===== src/rpwd_pkg.sv =====
`default_nettype none
package rpwd_pkg;

  localparam logic [15:0] TYPE_REL         = 16'd2;
  localparam logic [15:0] TYPE_ABS         = 16'd3;
  localparam logic [15:0] CODE_WHEEL       = 16'h0008;
  localparam logic [15:0] CODE_WHEEL_HIRES = 16'h000b;
  localparam logic [15:0] CODE_MISC        = 16'h0028;
  localparam int unsigned RING_W           = 11;
  localparam logic [RING_W-1:0] RING_RESET = 11'd12;
  localparam logic [0:0]  REG_RING_SIZE    = 1'b0;

  typedef struct packed {
    logic [15:0]        event_type;
    logic [15:0]        event_code;
    logic signed [31:0] event_value;
  } in_item_t;

  typedef struct packed {
    logic [15:0]        out_type;
    logic [15:0]        out_code;
    logic signed [31:0] out_value;
    logic               last_of_run;
  } out_item_t;

  typedef struct packed {
    logic        pass;
    logic        emit;
    logic [31:0] step;
    logic        track_d;
    logic [31:0] prev_d;
  } step_res_t;

endpackage
`default_nettype wire


===== src/rpwd_step.sv =====
`default_nettype none
module rpwd_step (
  input  rpwd_pkg::in_item_t               item_i,
  input  logic                             tracking_i,
  input  logic [31:0]                      prev_i,
  input  logic [rpwd_pkg::RING_W-1:0]      detents_i,
  output rpwd_pkg::step_res_t              res_o
);

  logic        is_abs;
  logic        is_misc;
  logic        is_wheel;
  logic [31:0] value;
  logic [31:0] diff;
  logic        neg;
  logic [31:0] mag;
  logic        no_fold;
  logic [31:0] folded;
  logic [31:0] step;

  always_comb begin
    value    = item_i.event_value;
    is_abs   = (item_i.event_type == rpwd_pkg::TYPE_ABS);
    is_misc  = (item_i.event_code == rpwd_pkg::CODE_MISC) && (value != 32'd0);
    is_wheel = (item_i.event_code == rpwd_pkg::CODE_WHEEL);

    diff    = value - prev_i;
    neg     = diff[31];
    mag     = neg ? (32'd0 - diff) : diff;
    no_fold = ({mag, 1'b0} < {22'd0, detents_i});
    folded  = {21'd0, detents_i} - mag;
    if (no_fold) begin
      step = diff;
    end else if (neg) begin
      step = folded;
    end else begin
      step = 32'd0 - folded;
    end

    res_o.pass    = !is_abs;
    res_o.emit    = is_abs && !is_misc && is_wheel && tracking_i && (step != 32'd0);
    res_o.step    = step;
    res_o.track_d = tracking_i;
    res_o.prev_d  = prev_i;
    if (is_abs && is_misc) begin
      res_o.track_d = 1'b0;
      res_o.prev_d  = 32'd0;
    end else if (is_abs && is_wheel) begin
      res_o.track_d = 1'b1;
      res_o.prev_d  = value;
    end
  end

endmodule
`default_nettype wire


===== src/ring_position_to_wheel_delta.sv =====
`default_nettype none
// Ring position to wheel delta: turns absolute ring positions (type 3, code 8)
// into relative wheel steps folded the short way around the ring, whose detent
// count is the APB register at address 0 (reset 12). A nonzero step gives two
// items, wheel (code 8) then hi-res wheel (code 0x0b, step*120); other
// non-absolute items pass through as one item, and other absolute items give
// none (code 0x28 with a nonzero value clears tracking). An item is taken
// into an input register and its results are registered into the output
// register when it retires. One item is accepted per cycle while in_stall_o
// is low; an item that gives two results holds the output register until both
// are taken, and the next item waits in the input register meanwhile.
module ring_position_to_wheel_delta (
  input  logic                 clk_i,
  input  logic                 rst_ni,
  input  logic                 in_valid_i,
  output logic                 in_stall_o,
  input  rpwd_pkg::in_item_t   in_item_i,
  output logic                 out_valid_o,
  input  logic                 out_stall_i,
  output rpwd_pkg::out_item_t  out_item_o,
  input  logic                 psel,
  input  logic                 penable,
  input  logic                 pwrite,
  input  logic [2:0]           paddr,
  input  logic [31:0]          pwdata,
  output logic [31:0]          prdata,
  output logic                 pready
);

  logic [rpwd_pkg::RING_W-1:0] ring_q;
  logic                        s1_valid_q;
  rpwd_pkg::in_item_t          s1_item_q;
  logic                        tracking_q, tracking_d;
  logic [31:0]                 prev_q, prev_d;
  logic                        out_valid_q;
  rpwd_pkg::out_item_t         out_q;
  logic                        hi_pending_q;
  logic [31:0]                 hi_step_q;
  rpwd_pkg::step_res_t         res;
  logic                        s1_go;
  logic                        out_take;
  logic                        in_take;

  assign pready = 1'b1;
  assign prdata = (paddr[2] == rpwd_pkg::REG_RING_SIZE) ? {21'd0, ring_q} : 32'd0;

  always_ff @(posedge clk_i or negedge rst_ni) begin
    if (!rst_ni) begin
      ring_q <= rpwd_pkg::RING_RESET;
    end else if (psel && penable && pwrite && paddr[2] == rpwd_pkg::REG_RING_SIZE) begin
      ring_q <= pwdata[rpwd_pkg::RING_W-1:0];
    end
  end

  rpwd_step u_step (
    .item_i      (s1_item_q),
    .tracking_i  (tracking_q),
    .prev_i      (prev_q),
    .detents_i   (ring_q),
    .res_o       (res)
  );

  assign out_take   = out_valid_q && !out_stall_i;
  assign s1_go      = s1_valid_q && (!out_valid_q || (out_take && !hi_pending_q));
  assign in_stall_o = s1_valid_q && !s1_go;
  assign in_take    = in_valid_i && !in_stall_o;

  assign tracking_d = s1_go ? res.track_d : tracking_q;
  assign prev_d     = s1_go ? res.prev_d : prev_q;

  always_ff @(posedge clk_i or negedge rst_ni) begin
    if (!rst_ni) begin
      s1_valid_q <= 1'b0;
      tracking_q <= 1'b0;
      prev_q     <= 32'd0;
    end else begin
      tracking_q <= tracking_d;
      prev_q     <= prev_d;
      if (in_take) begin
        s1_valid_q <= 1'b1;
      end else if (s1_go) begin
        s1_valid_q <= 1'b0;
      end
    end
  end

  always_ff @(posedge clk_i) begin
    if (in_take) begin
      s1_item_q <= in_item_i;
    end
  end

  always_ff @(posedge clk_i or negedge rst_ni) begin
    if (!rst_ni) begin
      out_valid_q  <= 1'b0;
      hi_pending_q <= 1'b0;
    end else if (s1_go && (res.pass || res.emit)) begin
      out_valid_q  <= 1'b1;
      hi_pending_q <= res.emit;
    end else if (out_take) begin
      out_valid_q  <= hi_pending_q;
      hi_pending_q <= 1'b0;
    end
  end

  always_ff @(posedge clk_i) begin
    if (s1_go && res.pass) begin
      out_q.out_type    <= s1_item_q.event_type;
      out_q.out_code    <= s1_item_q.event_code;
      out_q.out_value   <= s1_item_q.event_value;
      out_q.last_of_run <= 1'b1;
    end else if (s1_go && res.emit) begin
      out_q.out_type    <= rpwd_pkg::TYPE_REL;
      out_q.out_code    <= rpwd_pkg::CODE_WHEEL;
      out_q.out_value   <= res.step;
      out_q.last_of_run <= 1'b0;
      hi_step_q         <= res.step;
    end else if (out_take && hi_pending_q) begin
      out_q.out_type    <= rpwd_pkg::TYPE_REL;
      out_q.out_code    <= rpwd_pkg::CODE_WHEEL_HIRES;
      // step * 120 = step * 128 - step * 8, low 32 bits
      out_q.out_value   <= {hi_step_q[24:0], 7'd0} - {hi_step_q[28:0], 3'd0};
      out_q.last_of_run <= 1'b1;
    end
  end

  assign out_valid_o = out_valid_q;
  assign out_item_o  = out_q;

  a_pending_has_out: assert property (@(posedge clk_i) disable iff (!rst_ni)
    hi_pending_q |-> out_valid_q)
    else $error("hi-res result pending without a valid output");

  a_first_not_last: assert property (@(posedge clk_i) disable iff (!rst_ni)
    (out_valid_o && !out_item_o.last_of_run) |-> hi_pending_q)
    else $error("non-final result without a pending hi-res result");

  a_hires_follows: assert property (@(posedge clk_i) disable iff (!rst_ni)
    (out_take && hi_pending_q) |=>
      (out_valid_o && out_item_o.last_of_run &&
       out_item_o.out_code == rpwd_pkg::CODE_WHEEL_HIRES))
    else $error("hi-res wheel item did not follow the wheel item");

  a_stall_only_busy: assert property (@(posedge clk_i) disable iff (!rst_ni)
    in_stall_o |-> (s1_valid_q && out_valid_q))
    else $error("input stalled while the pipeline can move");

  a_state_only_on_go: assert property (@(posedge clk_i) disable iff (!rst_ni)
    !s1_go |=> ($stable(tracking_q) && $stable(prev_q)))
    else $error("tracking state changed without a retiring item");

endmodule
`default_nettype wire

===== config.mk =====
export PLATFORM = sky130hd
export DESIGN_NAME = ring_position_to_wheel_delta
export DESIGN_NICKNAME = d
export VERILOG_FILES = /design/src/rpwd_pkg.sv /design/src/rpwd_step.sv /design/src/ring_position_to_wheel_delta.sv
export SDC_FILE = /design/constraint.sdc
export NUM_CORES = 1
export LEC_CHECK = 0
export BUFFER_PORTS_ARGS = -buffer_cell sky130_fd_sc_hd__buf_2
export CAP_MARGIN = 30
export CELL_PAD_IN_SITES_DETAIL_PLACEMENT = 2
export CELL_PAD_IN_SITES_GLOBAL_PLACEMENT = 2
export CORE_MARGIN = 2
export CORE_UTILIZATION = 34
export CTS_CLUSTER_SIZE = 16
export DETAILED_ROUTE_END_ITERATION = 16
export PLACE_DENSITY_LB_ADDON = 0.1
export REMOVE_ABC_BUFFERS = 1
export SLEW_MARGIN = 20
export SYNTH_ARGS = -nofsm -noshare
export SYNTH_HDL_FRONTEND = slang
export SYNTH_SLANG_ARGS = --single-unit
export TNS_END_PERCENT = 20

===== constraint.sdc =====
create_clock -name clk_i -period 10.9 [get_ports clk_i]
set_input_delay 3.27 -clock clk_i [delete_from_list [all_inputs] [get_ports clk_i]]
set_output_delay 3.27 -clock clk_i [all_outputs]
set_load 0.05 [all_outputs]

==> reports/results.ini <==
[status]
run_status = complete, no violations

[logic_synthesis]
synth_top_family_by_area = compound AO/OA/AOI/OAI gates
synth.top_cell.area_share_pct = 29.7
post_synth_inst_count = 1663
synth_area_um2 = 15900
netlist_top_cells_area = sky130_fd_sc_hd__edfxtp_1 (30%), sky130_fd_sc_hd__dfrtp_1 (7.1%), sky130_fd_sc_hd__ha_1 (6.2%)
post_synth_fa_ha_maj_area_fraction_pct = 6.47
synthXorXnorAreaFrac_pct = 7.66
yosys.cell_types.count = 110
synthArstFlopShare_pct = 22.9
ys.flop_type = sky130_fd_sc_hd__edfxtp_1
yosys.area.top_type = sky130_fd_sc_hd__edfxtp_1
avgSynthCellArea_um2 = 9.56
yosysWarningCount = 0
ys_ff_latch = 205
edff_count_synth = 157
ys_seq_area_share_pct = 37.2
complex_gate_fraction_of_the_synthesized_area_pct = 23.8
synth_simple_gate_area_share_pct = 17.3
synthMuxAreaShare_pct = 1.83

[layout]
area.sequential_um2 = 5910
area_growth_pct = 13.4
num-fill-cells = 5103
layout.nets = 1989
multi_input_area_um2 = 9180
final_layout_size_suffix_gt1_share_pct = 17.3
final_common_cell = sky130_fd_sc_hd__buf_2
insertedDiodeCount = 0
fin_cells = 2427
stdcell_area_um2 = 18000
mostFrequentLayoutCells = sky130_fd_sc_hd__buf_2 (160), sky130_fd_sc_hd__edfxtp_1 (157), sky130_fd_sc_hd__nor2_1 (115)

[pwr]
cell_internal_pwr_uw = 1750
part_of_the_power_in_registers_pct = 32.9
worst_ir_drop_vdd_v = 0.000131
comb_power_share_pct = 41.0
clock_power_share_pct = 26.2
p_leak_uw = 0.00702
power-per-cell-area_nw_per_um2 = 163
total_switching_power_uw = 1180
power.share.switching_pct = 40.4

[floorplan]
ioPinCount = 206
placement_rows = 79
die-height_um = 220
core-area_um2 = 46400
start_util_pct = 34.3
die_area_um2 = 48500
chipWidth_um = 220

[grt]
grt_use_total_pct = 22.7
wire_length_of_the_first_global_routing_pass_um = 86000
grt_antenna_before_repair = 0
pin_count_of_the_biggest_net_entering_global_routing = 60
grt_overflow = 0
grt_pass1_vias = 14700

[timing]
tightest_slew_ps = 1010
finalCriticalPeriod_ps = 10200
rsz0062_at_grt = false
post-route-period-util_pct = 93.6
finalClockSkew_ps = 29.6
timing_max_transition_violations_final = 0
relSlewSlack_pct = 31.9
fmax_mhz = 98.0
finalHoldViolCount = 0
finalSetupViolCount = 0

[route]
drt_pass1_iterations = 5
met2_length_um = 27300
detail_route.iter0.violations = 687
wl_met1_um = 25300
drt_drc_violations_left = 0
final_antenna_net_count = 0
avgViaCountPerCell = 5.69
highest-signal-layer = met4
wl_met3_um = 2110
route.vias.total = 13808
routed_wl_um = 55300
wl_per_cell_um = 22.8

[setup_path]
crit_buf_inv = 3
critPathMaxFanout = 25
critical_path_class = reg -> reg
crit_path_end_kind = register
critPathRequiredTime_ps = 11140
timing.critical_path.slowest_stage_cell = sky130_fd_sc_hd__or4_1
kind_of_cell_adding_the_most_delay_to_the_critical_path = simple AND/OR/NAND/NOR gates
kind_of_start_point_of_the_critical_path = register
crit_path_max_incr_delay_ps = 530
worstPathArrival_ps = 10440

[clock_network]
post_cts_resized = 0
cts_buffer_depth = 3
cts.htree.levels = 1
worst_skew_pair.late_latency_ps = 540
post_cts_buffers = 0
clk_pin_slew_ps = 60
hold_fix_buffers_cts = 0
cts_sinks = 205
tritoncts = done
cts-buffers-inserted = 24
clock-root-buffer = sky130_fd_sc_hd__clkbuf_16

[placed_design]
place.gp.congestion = 0.840
placed_cells = 2382
post-dp-hpwl_um = 44100
buffer_ports.inserted = 160
placement.cell_area_um2 = 17300

[run]
drv_cap = 0

[min_path]
hold_path_class = reg -> reg

-- kinds of logic after synthesis --
| family | Yosys count |
|---|---|
| fa+ha+maj | 81 |
| mux | 27 |
| compound gates | 495 |
| flops | 205 |
| buf+inv | 206 |
| simple gates | 514 |
| xor+xnor | 133 |
| other cells | 2 |
-- flip-flops by register name (all words and copies together), names as in the netlist --
signal and flops:
tracking_q 1, out_valid_o 1, hi_pending_q 1, ring_q 11, s1_item_q 64, prev_q 32
hi_step_q 29, out_item_o 65, s1_valid_q 1
-- power by group through the flow --
| stage | clock network (uW) | logic, uW | registers [uW] |
|---|---|---|---|
| floorplan | 0 | 740 | 1060 |
| global placement | 0 | 1160 | 976 |
| detailed placement | 0 | 1190 | 979 |
| CTS | 785 | 1200 | 964 |
| global route | 817 | 1310 | 970 |
| finish | 767 | 1200 | 963 |
-- cells in the mapped netlist, types with 8 or more instances --
library cell / instances
sky130_fd_sc_hd__nand2_1: 94
sky130_fd_sc_hd__and3_1: 16
sky130_fd_sc_hd__a211o_1: 8
sky130_fd_sc_hd__o31ai_1: 11
sky130_fd_sc_hd__and2_1: 46
sky130_fd_sc_hd__mux2_2: 13
sky130_fd_sc_hd__a21o_1: 27
sky130_fd_sc_hd__nor4_1: 25
sky130_fd_sc_hd__ha_1: 79
sky130_fd_sc_hd__a211oi_1: 15
sky130_fd_sc_hd__or4_1: 8
sky130_fd_sc_hd__xor2_1: 32
sky130_fd_sc_hd__or3_1: 16
sky130_fd_sc_hd__o2111ai_1: 15
sky130_fd_sc_hd__o21ai_0: 57
sky130_fd_sc_hd__a31oi_1: 30
sky130_fd_sc_hd__o21bai_1: 15
sky130_fd_sc_hd__edfxtp_1: 157
sky130_fd_sc_hd__clkbuf_1: 43
sky130_fd_sc_hd__o211ai_1: 14
sky130_fd_sc_hd__or2_2: 13
sky130_fd_sc_hd__nand3_1: 37
sky130_fd_sc_hd__xnor2_1: 97
sky130_fd_sc_hd__nand4_1: 26
sky130_fd_sc_hd__mux2i_1: 12
sky130_fd_sc_hd__nand2b_1: 16
sky130_fd_sc_hd__o31ai_2: 24
sky130_fd_sc_hd__o22ai_1: 9
sky130_fd_sc_hd__inv_1: 114
sky130_fd_sc_hd__dfrtp_1: 45
sky130_fd_sc_hd__buf_2: 14
sky130_fd_sc_hd__nor3_1: 40
sky130_fd_sc_hd__o21a_1: 16
sky130_fd_sc_hd__nor2_1: 116
sky130_fd_sc_hd__a22o_1: 38
sky130_fd_sc_hd__nor2b_1: 9
sky130_fd_sc_hd__and4_1: 11
sky130_fd_sc_hd__buf_4: 24
sky130_fd_sc_hd__a21oi_1: 84
sky130_fd_sc_hd__a22oi_1: 30
-- worst register-to-register path: cells and delay by family, from the launching register on --
family | cells | cell delay [ps]
DFF | 1 | 470
buffers and inverters | 3 | 540
adders and majority gates | 2 | 870
xor gates and xnor gates | 2 | 500
AOI/OAI and AO/OA | 9 | 2780
and+or+nand+nor | 15 | 4430
muxes | 1 | 350
-- path summary, 6_finish.rpt --
path                       slack (ps)  depth (start not counted)              to          start
setup / recovery                  700                         32  out_item_o[28]  s1_item_q[24]
hold / removal                    500                          1      prev_q[17]     prev_q[17]
setup reg to reg                  700                         32  out_item_o[28]  s1_item_q[24]
hold reg to reg                   500                          1      prev_q[17]     prev_q[17]
max in group asynchronous        7500                          2      prev_q[27]         rst_ni
min in group asynchronous        2850                          2       ring_q[4]         rst_ni
-- stage by stage --
stage	power (uW)	TNS [ps]	hold WS, ps	setup WS, ps	utilization, %
floorplan	1800	-34310	466	-536	-
global placement	2130	0	460	871	37.2
detailed placement	2170	0	482	682	37.3
CTS	2950	0	508	630	38.9
global route	3100	0	529	92.1	38.9
finish	2930	0	502	700	38.9
-- layer usage --
metal,global-route usage (%),up-vias
met5,0,-
li1,-,6531
met2,40.5,217
met3,2.23,40
met4,3.56,0
met1,30.2,7020
-- layout make-up --
class,count,share of cell area (%)
inverters,114,2.37
multi-input cells,1272,50.9
clock inverters,11,0.326
well taps,607,4.21
repair buffers,185,5.66
flip-flops and latches,205,32.8
clock buffers,33,3.75
Power figures use the tool's default switching activity.
